$ cat src/sv/ptru_pkg.sv
`timescale 1ns / 1ps
// ----------------------------------------------------------------------------
// ptru_pkg
// shared types and constants for the privilege trap and return unit
// ----------------------------------------------------------------------------
package ptru_pkg;

   localparam int unsigned XLEN = 32;

   typedef logic [XLEN-1:0] xword_type;

   typedef enum logic [1:0] {
      OP_ECALL = 2'd0,
      OP_SRET  = 2'd1,
      OP_MRET  = 2'd2,
      OP_WFI   = 2'd3
   } op_type;

   typedef logic [1:0] priv_type;

   localparam priv_type PRIV_U = 2'd0;
   localparam priv_type PRIV_S = 2'd1;
   localparam priv_type PRIV_M = 2'd3;

   typedef logic [2:0] exc_type;

   localparam exc_type EXC_NONE    = 3'd0;
   localparam exc_type EXC_ILLEGAL = 3'd1;
   localparam exc_type EXC_ECALL_U = 3'd2;
   localparam exc_type EXC_ECALL_S = 3'd3;
   localparam exc_type EXC_ECALL_M = 3'd4;

   // mstatus bit positions
   localparam int unsigned ST_SIE  = 1;
   localparam int unsigned ST_MIE  = 3;
   localparam int unsigned ST_SPIE = 5;
   localparam int unsigned ST_MPIE = 7;
   localparam int unsigned ST_SPP  = 8;
   localparam int unsigned ST_MPP  = 11;
   localparam int unsigned ST_MPRV = 17;
   localparam int unsigned ST_TW   = 21;
   localparam int unsigned ST_TSR  = 22;

endpackage

$ cat src/sv/privilege_trap_return_unit_core.sv
`timescale 1ns / 1ps
// ----------------------------------------------------------------------------
// privilege_trap_return_unit_core
// executes ecall, sret, mret and wfi against the current privilege and mstatus
// ----------------------------------------------------------------------------
// usage
//    an instruction is handed over with start high while busy is low; busy is
//    never raised, so one instruction may be given on every clock cycle
//    req_mode selects ecall, sret, mret or wfi; req_cur_priv, req_status_in,
//    req_sup_epc and req_mach_epc carry the architectural state it acts on
//    the result follows the transfer and shows for one cycle, marked
//    by rsp_valid: the request is captured in an input register, decoded by
//    one level of logic and captured again in the result register
//    throughput is one instruction per cycle
//    rsp_exc_code reports an ecall cause or an illegal instruction; a trap
//    leaves privilege and mstatus unchanged with no redirect or standby
//    a synchronous reset drops any instruction in flight and clears rsp_valid
//    the receiver cannot stall: every result is taken in its one valid cycle
// ----------------------------------------------------------------------------
module privilege_trap_return_unit_core (
   input  logic              clock,
   input  logic              reset,
   input  logic              start,
   output logic              busy,
   input  logic [1:0]        req_mode,
   input  ptru_pkg::priv_type req_cur_priv,
   input  ptru_pkg::xword_type req_status_in,
   input  ptru_pkg::xword_type req_sup_epc,
   input  ptru_pkg::xword_type req_mach_epc,
   output logic              rsp_valid,
   output ptru_pkg::exc_type rsp_exc_code,
   output ptru_pkg::priv_type rsp_new_priv,
   output ptru_pkg::xword_type rsp_status_out,
   output ptru_pkg::xword_type rsp_next_pc,
   output logic              rsp_pc_taken,
   output logic              rsp_standby
);
   import ptru_pkg::*;

   logic      req_valid_ff;
   op_type    op_ff;
   priv_type  priv_ff;
   xword_type status_ff;
   xword_type sepc_ff;
   xword_type mepc_ff;

   logic      rsp_valid_ff;
   exc_type   exc_ff,     exc_in;
   priv_type  npriv_ff,   npriv_in;
   xword_type nstatus_ff, nstatus_in;
   xword_type npc_ff,     npc_in;
   logic      taken_ff,   taken_in;
   logic      standby_ff, standby_in;

   logic      accept;
   priv_type  mpp;

   assign busy   = 1'b0;
   assign accept = start && !busy;
   assign mpp    = status_ff[ST_MPP +: 2];

   always_ff @(posedge clock) begin
      if (reset) begin
         req_valid_ff <= 1'b0;
      end else begin
         req_valid_ff <= accept;
      end
   end

   always_ff @(posedge clock) begin
      if (accept) begin
         op_ff     <= op_type'(req_mode);
         priv_ff   <= req_cur_priv;
         status_ff <= req_status_in;
         sepc_ff   <= req_sup_epc;
         mepc_ff   <= req_mach_epc;
      end
   end

   always_comb begin
      exc_in     = EXC_NONE;
      npriv_in   = priv_ff;
      nstatus_in = status_ff;
      npc_in     = '0;
      taken_in   = 1'b0;
      standby_in = 1'b0;
      case (op_ff)
         OP_ECALL: begin
            case (priv_ff)
               PRIV_U:  exc_in = EXC_ECALL_U;
               PRIV_S:  exc_in = EXC_ECALL_S;
               PRIV_M:  exc_in = EXC_ECALL_M;
               default: exc_in = EXC_ILLEGAL;
            endcase
         end
         OP_SRET: begin
            // tsr only restricts modes below machine; reserved mode ranks above s
            if ((status_ff[ST_TSR] && priv_ff != PRIV_M) || priv_ff == PRIV_U) begin
               exc_in = EXC_ILLEGAL;
            end else begin
               npriv_in                = status_ff[ST_SPP] ? PRIV_S : PRIV_U;
               nstatus_in[ST_SIE]      = status_ff[ST_SPIE];
               nstatus_in[ST_SPIE]     = 1'b1;
               nstatus_in[ST_SPP]      = 1'b0;
               nstatus_in[ST_MPRV]     = 1'b0;
               npc_in                  = sepc_ff;
               taken_in                = 1'b1;
            end
         end
         OP_MRET: begin
            if (priv_ff != PRIV_M) begin
               exc_in = EXC_ILLEGAL;
            end else begin
               npriv_in                = mpp;
               nstatus_in[ST_MIE]      = status_ff[ST_MPIE];
               nstatus_in[ST_MPIE]     = 1'b1;
               nstatus_in[ST_MPP +: 2] = PRIV_U;
               if (mpp != PRIV_M) begin
                  nstatus_in[ST_MPRV] = 1'b0;
               end
               npc_in                  = mepc_ff;
               taken_in                = 1'b1;
            end
         end
         OP_WFI: begin
            if ((status_ff[ST_TW] && priv_ff != PRIV_M) || priv_ff == PRIV_U) begin
               exc_in = EXC_ILLEGAL;
            end else begin
               standby_in = 1'b1;
            end
         end
         default: begin
            exc_in = EXC_ILLEGAL;
         end
      endcase
   end

   always_ff @(posedge clock) begin
      if (reset) begin
         rsp_valid_ff <= 1'b0;
      end else begin
         rsp_valid_ff <= req_valid_ff;
      end
   end

   always_ff @(posedge clock) begin
      if (req_valid_ff) begin
         exc_ff     <= exc_in;
         npriv_ff   <= npriv_in;
         nstatus_ff <= nstatus_in;
         npc_ff     <= npc_in;
         taken_ff   <= taken_in;
         standby_ff <= standby_in;
      end
   end

   assign rsp_valid      = rsp_valid_ff;
   assign rsp_exc_code   = exc_ff;
   assign rsp_new_priv   = npriv_ff;
   assign rsp_status_out = nstatus_ff;
   assign rsp_next_pc    = npc_ff;
   assign rsp_pc_taken   = taken_ff;
   assign rsp_standby    = standby_ff;

endmodule

$ cat config.mk
export PLATFORM = sky130hd
export DESIGN_NAME = privilege_trap_return_unit_core
export DESIGN_NICKNAME = d
export VERILOG_FILES = /design/src/sv/ptru_pkg.sv /design/src/sv/privilege_trap_return_unit_core.sv
export SDC_FILE = /design/constraint.sdc
export NUM_CORES = 1
export LEC_CHECK = 0
export ABC_AREA = 0
export CAP_MARGIN = 40
export CORE_MARGIN = 2
export CORE_UTILIZATION = 25
export DETAILED_ROUTE_END_ITERATION = 8
export DONT_BUFFER_PORTS = 1
export HOLD_SLACK_MARGIN = 0.12
export PLACE_DENSITY = 0.37
export REMOVE_ABC_BUFFERS = 1
export SETUP_SLACK_MARGIN = 0.15
export SLEW_MARGIN = 20
export SYNTH_ARGS = -nofsm -noshare
export SYNTH_HDL_FRONTEND = slang
export SYNTH_SLANG_ARGS = --single-unit
$ cat constraint.sdc
create_clock -name clock -period 4.1 [get_ports clock]
set_clock_uncertainty 0.2 [all_clocks]
set_input_delay 0.615 -clock clock [delete_from_list [all_inputs] [get_ports clock]]
set_output_delay 0.615 -clock clock [all_outputs]
set_load 0.03 [all_outputs]
# ---- Word-level counts from Yosys, hierarchy flattened
# Index checks and enable logic that the tools add are counted.
dict set report word_totals {
  regBits 173
  out_inout_bits 73
}
dict set report op_classes {
  n_eq_ne 7
  muxes 32
  reduce_logical 6
}
# cell count
set op_table {}
lappend op_table {{32-bit two-way mux} 2}
lappend op_table {{32-bit one-hot mux with 2 select lines} 1}
lappend op_table {{1-bit two-way mux} 20}
lappend op_table {{3-bit one-hot mux with 4 select lines} 1}
lappend op_table {{3-bit one-hot mux with 3 select lines} 1}
lappend op_table {{2-bit two-way mux} 4}
lappend op_table {{2-bit equality test, second input constant} 3}
lappend op_table {{2-bit by 1-bit equality test with 1-bit output, second input constant} 2}
lappend op_table {{2-bit logical NOT} 2}
lappend op_table {{2-bit inequality test, second input constant} 2}
lappend op_table {{1-bit one-hot mux with 2 select lines} 2}
lappend op_table {{2-bit one-hot mux with 2 select lines} 1}
lappend op_table {{1-bit logical AND} 2}
lappend op_table {{1-bit logical OR} 2}

# ---- Logic depth before layout (Yosys ltp)
# Gate-level depths: netlist of run 1.
dict set report depth {
  ltp_word 5
  mapped_depth 7
  depth_no_buf 5
}

# ---- Worst setup path after synthesis of run 1
# No wires, ideal clock.
dict set report synth_timing {
  path_kind {reg2reg}
  start {reg req_valid_ff}
  end {reg exc_ff[0], in the netlist rsp_exc_code[0] (enable)}
  arrival_ns 1.834
  t_required_ns 3.465
  setup_slack_ns 1.631
  stages_incl_launch_ff 1
  period_less_slack_ns 2.469
  path_cell_list {dfxtp_1}
}
# element line_no
set synth_lines {}
lappend synth_lines {{from (decl)} privilege_trap_return_unit_core.sv:40} ;# logic req_valid_ff;
lappend synth_lines {{from (signal assigned)} privilege_trap_return_unit_core.sv:66} ;# req_valid_ff <= accept;
lappend synth_lines {{to (signal assigned)} privilege_trap_return_unit_core.sv:148} ;# exc_ff <= exc_in;
lappend synth_lines {{to (decl)} privilege_trap_return_unit_core.sv:48} ;# exc_type exc_ff, exc_in;
# No word-level cell between the ends.

# ---- Worst setup path in the final report of run 1
dict set report layout_timing {
  start {reg priv_ff[0]}
  end {reg npc_ff[3], in the netlist rsp_next_pc[3], data pin}
}
dict set report layout_between {
  elab_chain_cells 5
  word_cells_on_any_way 7
  cone_classes {eq/ne: 1; mux: 3; reduce/logical: 3}
}
# element line_no
set layout_rtl {}
lappend layout_rtl {{from (decl)} privilege_trap_return_unit_core.sv:42} ;# priv_type priv_ff;
lappend layout_rtl {{from (signal assigned)} privilege_trap_return_unit_core.sv:73} ;# priv_ff <= req_cur_priv;
lappend layout_rtl {{2-bit inequality test} {privilege_trap_return_unit_core.sv:98, privilege_trap_return_unit_core.sv:111}}
lappend layout_rtl {{1-bit logical AND} privilege_trap_return_unit_core.sv:98} ;# if ((status_ff[ST_TSR] && priv_ff != PRIV_M) || priv_ff == PRIV_U) begin
lappend layout_rtl {{1-bit logical OR} privilege_trap_return_unit_core.sv:98}
lappend layout_rtl {{32-bit two-way mux} privilege_trap_return_unit_core.sv:98}
lappend layout_rtl {{32-bit one-hot mux with 2 select lines (*)} privilege_trap_return_unit_core.sv:87} ;# case (op_ff)
lappend layout_rtl {{net npc_in[3]} privilege_trap_return_unit_core.sv:51} ;# xword_type npc_ff, npc_in;
lappend layout_rtl {{to (signal assigned)} privilege_trap_return_unit_core.sv:151} ;# npc_ff <= npc_in;
lappend layout_rtl {{to (decl)} privilege_trap_return_unit_core.sv:51}
# The timed path passes the listed nets; every way through them passes the cells marked *.
# A chain may end at the register's enable or synchronous reset.

==> run metrics, run 1 <==
run status complete, no violations; setup TNS 0 ns; WL per Instance roughly 18 um; clk_lat worst skew approximately 0.42 ns; die height between 150 and 200 um; share of layout cells above drive strength 1 9.859%; fillers about 2.3k; vias per inst a little over 4; routed via count 3,075; max-slew violations 0; GPL Wtd Cong about 0.71; Synth Area in Compound Gates between 5 and 6%; root buf cell clkbuf_16; num rows 57; Port Buffer Count 0; Final Cycle Share between 50% and 60%; Worst Path Arrival between 2 and 2.5 ns; RSZ-0062 raised after global routing no; IR drop worst, VDD 0.0002263 V; Inst Count DP 615; Pleak ~2.6 nW; Slew @ Worst Pin 0.6112 ns; met3 Use GR roughly 3.6%; Area Growth Syn to Fin 31.84%; Critical path buffers and inverters 2; CP endpoint kind register; hold_sp status_ff[28]; post-synthesis simple-gate area fraction around 5.5%; Syn Inst Count a little over 300; number of flops mapped to enable cells by yosys about 170; GRT Overall Usage between 10% and 20%; CP Launch Point priv_ff[0]; Worst slew margin a little under 60%; clk slew on worst S/H paths ~0.06 ns; FMAX approximately 450 MHz; Hold Worst Slack 0.2162 ns; Initial Util between 20% and 30%; pwr dens between 400 and 500 nW/um2; gr busiest metal met2; XOR/XNOR Fraction of Synth Area 0%; WHS Path Cells 0; Crit-path slowest cell edfxtp_1; Layout Utilization about a third; CP cell instances inv_1 > ha_1 > nor2b_4 > buf_4 > a32oi_1 > nor2b_1; CP top delay family simple AND/OR/NAND/NOR gates; Reg2Reg Depth 6; # diodes 0; Routed WL 13,200 um; number of global-route vias before repair between 3k and 4k; Clock Tree Buf Depth 2; Critical Path Max Stage Delay around 0.4 ns; Global Route met2 Usage between 15 and 20%; crit path launch type register; syn_area_per_cell around 20 um2; Max-Cap Viols 0; M1 GR Usage between 10 and 15%; main combinational cell family by area after synthesis compound AO/OA/AOI/OAI gates; Seq/Total Area, Yosys 83.67%; htree depth 4; CP max FO 25; r2r endpoint rsp_next_pc[3]; drt pass-1 iters 7; Worst EP required approximately 4.2 ns; hold endpoint rsp_status_out[28]; first-pass GRT wire length between 15,000 and 20,000 um; Detail Route Antenna Nets 0; Post-Layout Cell Count 750; DRT iter0 DRCs around 170; CORE AREA roughly 24,000 um2; largest net degree at the start of global routing 82; Async SR Flop Fraction 0%; type of the worst setup path reg -> reg; post-synthesis adder-cell area fraction under 10%; Main synth FF type edfxtp_1; clk sinks approximately 170; DR DRC count 0; Final setup violation count 0; Hold Crit Class reg -> reg; reg2reg setup slack between 1.5 and 2 ns; fin nets 525; clock tree from TritonCTS done; HPWL Detailed between 7000 and 8000 um; Num CTS Buffers 17; count of different cell masters after synthesis 29; R2R Path Start priv_ff[0]; Hold Vio Cnt, Final 0; multiplexer area fraction after synthesis less than 1%; min cycle time layout 2.238 ns; I/O pin total 176; #FFs+latches synth 173; grt total ovfl 0; Die Area between 20,000 and 30,000 um2; overall die width about 160 um; post-CTS sizing 0; yosys warns 0; antenna violations before repair 0; Syn Std Cell Area 6185 um2
## state kept, by name, summed over array words and instances, names as in the netlist, 2 cells and up
| name | count |
|---|---|
| priv_ff | 2 |
| status_ff | 32 |
| op_ff | 2 |
| rsp_status_out | 32 |
| sepc_ff | 32 |
| mepc_ff | 32 |
| rsp_exc_code | 3 |
| rsp_next_pc | 32 |
| rsp_new_priv | 2 |
## synthesized netlist by cell type (2+ instances only)
cell / number / area [um2]
ha_1: 8 / 100.1
o21a_1: 3 / 22.52
nand4_1: 2 / 12.51
and2_1: 6 / 37.54
a21oi_1: 2 / 10.01
buf_6: 2 / 22.52
a32oi_1: 32 / 280.3
nand2b_1: 3 / 18.77
buf_8: 3 / 45.04
inv_1: 5 / 18.77
clkbuf_8: 4 / 55.05
dfxtp_1: 2 / 40.04
nor2b_1: 35 / 219.0
edfxtp_1: 171 / 5135
buf_4: 4 / 30.03
clkbuf_1: 4 / 15.01
nand2_1: 6 / 22.52
## worst register-to-register path, stage by stage (launching register included)
cell,delay (ns)
edfxtp_1,0.41
inv_1,0.10
ha_1,0.27
nor2b_4,0.36
buf_4,0.42
a32oi_1,0.16
nor2b_1,0.16
## repair_timing
action                                 CTS  global route
hold buffers                           103             0
setup buffers                            0             0
endpoints found under the hold margin  183             0
## layer usage
layer | vias up | part of all wire [%]
met4 | 0 | 0.63
met3 | 7 | 5.7
met1 | 1545 | 41
met5 | - | 0
li1 | 1418 | -
met2 | 105 | 53
## cells by family (layout without fill, tap and decap cells)
group                    count (synthesis)  count (layout)
AO/OA/AOI/OAI                           43              43
adder cells (fa/ha/maj)                  8               8
buffers and inverters                   22             144
flip-flops                             173             173
multiplexers                             1               1
other                                    1               1
AND/OR/NAND/NOR                         56              56
## worst max-delay path by stage
stage	cells past startpoint	end
final	6	rsp_next_pc[3]
after global routing	6	rsp_next_pc[3]
after CTS	6	rsp_next_pc[3]
after detailed placement	6	rsp_next_pc[3]
after global placement	4	rsp_status_out[1]
after floorplan	5	rsp_status_out[1]
## cell usage in the layout, fill, tap and decap left out, drive strengths merged
cell type	n
o21a	3
buf	7
a21oi	2
bufinv	2
nor2b	35
nand4	2
a21o	1
conb	1
o31a	1
clkinvlp	3
and3	1
o221ai	1
o211ai	1
inv	8
edfxtp	171
nand2b	3
clkbuf	17
mux2	1
a21boi	1
nand2	7
dfxtp	2
and2	6
or2b	1
a32o	1
ha	8
nand3	1
clkinv	6
dlygate4sd3	101
a32oi	32
## final cells by class
class,count,area (um2),share of cell area [%]
clock buffers,17,425.4,5.217
clock inverters,14,142.6,1.749
inverters,5,18.77,0.2302
multi-input cells,109,834.6,10.23
flip-flops and latches,173,5179,63.51
well taps,324,405.4,4.972
repair buffers,108,1149,14.09
## power by group
| group | switching (mW) | total [mW] | internal, mW |
|---|---|---|---|
| clock network | 0.674 | 1.57 | 0.894 |
| logic | 0.124 | 0.251 | 0.127 |
| registers | 0.157 | 2.26 | 2.10 |
## per-stage QoR
step | setup WS [ns] | instance area, um2 | power, mW
after floorplan | 1.348 | 6017 | 2.368
after global placement | 1.668 | 6452 | 2.434
after detailed placement | 1.821 | 6500 | 2.444
after CTS | 1.806 | 8127 | 4.142
after global routing | 1.710 | 8154 | 4.253
final | 1.862 | 8154 | 4.077
Power figures use the tool's default switching activity.
==> inputs of run 2 (changes only) <==
==> constraint.sdc (replaced) <==
create_clock -name clock -period 2.1 [get_ports clock]
set_clock_uncertainty 0.2 [all_clocks]
set_input_delay 0.315 -clock clock [delete_from_list [all_inputs] [get_ports clock]]
set_output_delay 0.315 -clock clock [all_outputs]
set_load 0.03 [all_outputs]
==> run 2 against run 1 <==
The run now ends with negative hold slack left. Setup slack worse by 1.6 ns. Final cell count is 1.6% higher. Power is 97% higher. Final area grew 0.80%. Sequential power up 95%. Combinational power increased by 89%. Global-route usage is essentially flat. Sequential share of layout area decreased by 0.50 points. Non-clock buffer count grew 8. Wire length fell by 0.30%. Critical path depth shrank 1. Highest routed layer is now met5.
==> run metrics, run 2 (synthesis results as in run 1) <==
clk_lat worst skew approximately 0.42 ns; DR DRC count 0; root buf cell clkbuf_16; Reg area between 5000 and 6000 um2; WL per Instance around 17 um; HPWL Detailed 8189 um; I/O pin total approximately 180; num rows 57; failing checks negative hold slack; clk slew on worst S/H paths 0.07 ns; CP endpoint kind register; Clock Tree Buf Depth 2; Hold Buf Count CTS between 100 and 150; RSZ-0062 raised after global routing no; drt pass-1 iters 4; Final Cycle Share between 80% and 90%; Die Area 26,010 um2; number of global-route vias before repair 3,351; Num CTS Buffers 17; run status finished with violations; total power roughly 8 mW; overall die width ~160 um; die height 161.3 um; clock tree from TritonCTS done; Initial Util about a quarter; first-pass GRT wire length just under 20,000 um; Detail Route Antenna Nets 0; clk sinks 173; most common cell after layout, fill and taps aside edfxtp_1; GPL Wtd Cong ~0.7; Final setup violation count 0; share of layout cells above drive strength 1 between 10% and 20%; FMAX 532.3 MHz; CP max FO 11; Max-Cap Viols 0; htree depth 4; Hold Vio Cnt, Final 100; largest net degree at the start of global routing ~100; Hold Crit Class in -> reg; Port Buffer Count 0; type of the worst setup path reg -> reg; DRT iter0 DRCs 191; fillers 2,355; grt total ovfl 0; Hold Worst Slack -0.2000 ns; pwr dens 975.4 nW/um2; crit path launch type register; vias per inst approximately 4; GRT Overall Usage ~10%; CORE AREA around 24,000 um2; setup TNS 0 ns; fin nets 533; Pleak approximately 2.7 nW; area of the multi-input gates 854.6 um2; min cycle time layout 1.879 ns; Area Growth Syn to Fin 32.89%; max-slew violations 0; IR drop worst, VDD 0.0004266 V; commonest cells after routing, fill and taps aside 171 x edfxtp_1, 102 x dlygate4sd3_1, 34 x nor2b_1, 31 x a32oi_1, 17 x clkbuf_16; routed via count about 3.1k; Worst EP required 2.07 ns; antenna violations before repair 4; Routed WL approximately 13,000 um; Worst Path Arrival approximately 1.9 ns
run 2: cell types whose count changed in the layout (fill, tap and decap cells not counted), moves of 2 or more:
cell      before  now
buf_16         3    0
ha_2           0    3
clkinv_1       3    1
buf_4          2   10
diode_2        0    3
ha_1           8    5
inv_8          0    2
run 2: layout make-up:
class,instances,area share (%)
Tap cell,324,4.932
Antenna cell,3,0.09134
Sequential cell,173,63.01
Multi-Input combinational cell,109,10.40
Clock inverter,14,1.918
Inverter,5,0.2283
Timing Repair Buffer,116,14.20
Clock buffer,18,5.222
run 2: worst paths after layout:
| path | start | endpoint | slack (ns) | cells past startpoint |
|---|---|---|---|---|
| worst max-delay path | priv_ff[0] | rsp_new_priv[1] | 0.22 | 5 |
| worst min-delay path | start | status_ff[6] | -0.20 | 0 |
| worst max register to register | priv_ff[0] | rsp_new_priv[1] | 0.22 | 5 |
| worst min register to register | status_ff[14] | rsp_status_out[14] | 0.21 | 0 |
run 2: report_power, final:
part	internal (mW)	leakage [nW]	switching (mW)
combinational	0.259	0.778	0.215
clock	1.78	0.279	1.37
sequential	4.10	1.62	0.296
run 2: metal layers:
| metal | track usage, % | vias to the layer above | routed length, um |
|---|---|---|---|
| li1 | - | 1439 | - |
| met1 | 11.75 | 1539 | 5165 |
| met2 | 17.03 | 134 | 6587 |
| met3 | 4.443 | 19 | 1063 |
| met4 | 4.586 | 2 | 327 |
| met5 | 0 | - | 13 |
run 2: critical path, stage by stage (launching register included):
cell and delay [ns]:
edfxtp_1 0.43, ha_2 0.22, buf_4 0.15, and2_2 0.18, buf_4 0.19, a32o_1 0.26
run 2: timing repair:
| action | in CTS | in global routing |
|---|---|---|
| resized for setup | 1 | 5 |
| pin swaps | 0 | 0 |
| endpoints found under the hold margin | 202 | 100 |
| setup buffers | 3 | 1 |
| setup endpoints to repair | 22 | 31 |
run 2: metrics by stage:
step / instances / instance area [um2] / util [%] / setup slack (ns)
4_1_cts: 758 / 8184 / 33.65 / 0.1693
3_5_place_dp: 621 / 6550 / 26.93 / 0.1117
5_1_grt: 761 / 8217 / 33.79 / 0.1515
2_1_floorplan: 287 / 6017 / - / -0.6516
3_3_place_gp: 621 / 6550 / 26.93 / 0.1558
6_report: 762 / 8219 / 33.80 / 0.2213
==> inputs of run 3 (changes only) <==
--- a/config.mk
+++ b/config.mk
@@ -12,7 +12,7 @@
 export DETAILED_ROUTE_END_ITERATION = 8
 export DONT_BUFFER_PORTS = 1
 export HOLD_SLACK_MARGIN = 0.12
-export PLACE_DENSITY = 0.37
+export PLACE_DENSITY = 0.47
 export REMOVE_ABC_BUFFERS = 1
 export SETUP_SLACK_MARGIN = 0.15
 export SLEW_MARGIN = 20
==> constraint.sdc (replaced) <==
create_clock -name clock -period 2.2 [get_ports clock]
set_clock_uncertainty 0.2 [all_clocks]
set_input_delay 0.33 -clock clock [delete_from_list [all_inputs] [get_ports clock]]
set_output_delay 0.33 -clock clock [all_outputs]
set_load 0.03 [all_outputs]
==> run 3 against run 2 <==
The run still ends with negative hold slack left. Wire length rose by 0.41%. Clock power down 7.9%. First-iteration DRC count is 23% lower. Sequential power fell by 4.5%. Via count fell by 0.93%. Register-to-register slack improved by 0.02 ns. Fmax shrank 4.1%. Power shrank 5.8%. Final cell count is 0.79% lower.
==> run metrics, run 3 (synthesis results as in run 1) <==
WL per Instance 17.48 um; htree depth 4; Pleak between 2 and 3 nW; root buf cell clkbuf_16; number of global-route vias before repair 3,284; Inst Count DP between 600 and 700; Die Area approximately 26,000 um2; gr busiest metal met2; fin nets 531; vias per inst around 4.1; first-pass GRT wire length 19,200 um; Clock Tree Buf Depth 2; Num CTS Buffers 17; overall die width between 150 and 200 um; share of layout cells above drive strength 1 10.19%; clk slew on worst S/H paths about 0.060 ns; Worst Path Arrival about 1.9 ns; Area Growth Syn to Fin 31.98%; Max-Cap Viols 0; CP endpoint kind register; FMAX approximately 510 MHz; min cycle time layout roughly 2.0 ns; M1 GR Usage between 10% and 20%; Hold Buf Count CTS slightly above 100; largest net degree at the start of global routing just over 100; Post-DP Area about 6500 um2; total power around 7.6 mW; HPWL Detailed ~7900 um; antenna violations before repair 0; drt pass-1 iters 4; grt total ovfl 0; Hold Vio Cnt, Final 100; die height about 160 um; Detail Route Antenna Nets 0; routed via count between 3k and 4k; DRT iter0 DRCs about 150; # diodes 0; Port Buffer Count 0; commonest cells after routing, fill and taps aside 171 x edfxtp_1, 102 x dlygate4sd3_1, 34 x nor2b_1, 32 x a32oi_1, 18 x clkbuf_16; CP max FO 24; Initial Util roughly a quarter; IR drop worst, VDD around 0.00040 V; I/O pin total roughly 180; Design Area, Final between 8000 and 9000 um2; Final Cycle Share around nine tenths; setup ws final approximately 0.24 ns; GPL Wtd Cong between 0.7 and 0.8; CORE AREA between 20,000 and 25,000 um2; run status finished with violations; Post-Layout Cell Count 756; GRT Overall Usage 9.933%; Routed WL about 13,000 um; clk_lat worst skew 0.41 ns; crit path launch type register; met3 Use GR approximately 4.6%; Final setup violation count 0; Hold Worst Slack -0.1725 ns; fillers about 2.3k; clock tree from TritonCTS done; DR DRC count 0; max-slew violations 0; Worst EP required around 2.2 ns; Global Route met2 Usage 16.54%; clk sinks around 170; Reg area slightly above 5000 um2; area of the multi-input gates about 840 um2; type of the worst setup path reg -> reg; most common cell after layout, fill and taps aside edfxtp_1; num rows between 50 and 60; failing checks negative hold slack; Hold Crit Class in -> reg; RSZ-0062 raised after global routing no; pwr dens between 900 and 1000 nW/um2; dpl ws about 0.11 ns
## run 3: report_power, final
part | switching, mW | total, mW | internal [mW]
combinational | 0.207 | 0.454 | 0.247
sequential | 0.287 | 4.20 | 3.92
clock | 1.23 | 2.90 | 1.67
## run 3: critical path, cell delays in order (launching register included)
cell and delay [ns]:
edfxtp_1 0.45, ha_1 0.26, nand2b_2 0.19, buf_4 0.22, a32oi_1 0.26, nor2b_1 0.09
## run 3: worst paths after layout
kind                 startpoint                 end  slack, ns  cells past startpoint
setup / recovery     priv_ff[0]     rsp_next_pc[25]       0.24                      5
hold / removal            start          mepc_ff[4]      -0.17                      0
setup reg to reg     priv_ff[0]     rsp_next_pc[25]       0.24                      5
hold reg to reg   status_ff[26]  rsp_status_out[26]       0.22                      0
## run 3: layer usage
| metal | part of all wire, % | routed length [um] | vias up |
|---|---|---|---|
| li1 | - | - | 1432 |
| met1 | 41 | 5424 | 1527 |
| met2 | 50 | 6555 | 136 |
| met3 | 8.2 | 1082 | 9 |
| met4 | 1.1 | 150 | 0 |
| met5 | 0 | 0 | - |
## run 3: timing repair
action / in CTS / in global routing
cloned: 0 / 1
endpoints found under the setup margin: 2 / 5
endpoints found under the hold margin: 202 / 100
buffers inserted: 0 / 2
gates resized for setup: 2 / 3
## run 3: area by class of cell
type                            instances  share of cell area [%]
Multi-Input combinational cell        109                   10.27
Timing Repair Buffer                  114                   14.29
Inverter                                5                  0.2299
Clock buffer                           20                   5.349
Clock inverter                         11                   1.456
Sequential cell                       173                   63.44
Tap cell                              324                   4.966
## run 3: stage by stage
stage                     TNS, ns  util, %
final                           0    33.56
after global routing            0    33.56
after CTS                       0    33.30
after detailed placement        0    26.80
after global placement          0    26.80
after floorplan            -34.25        -
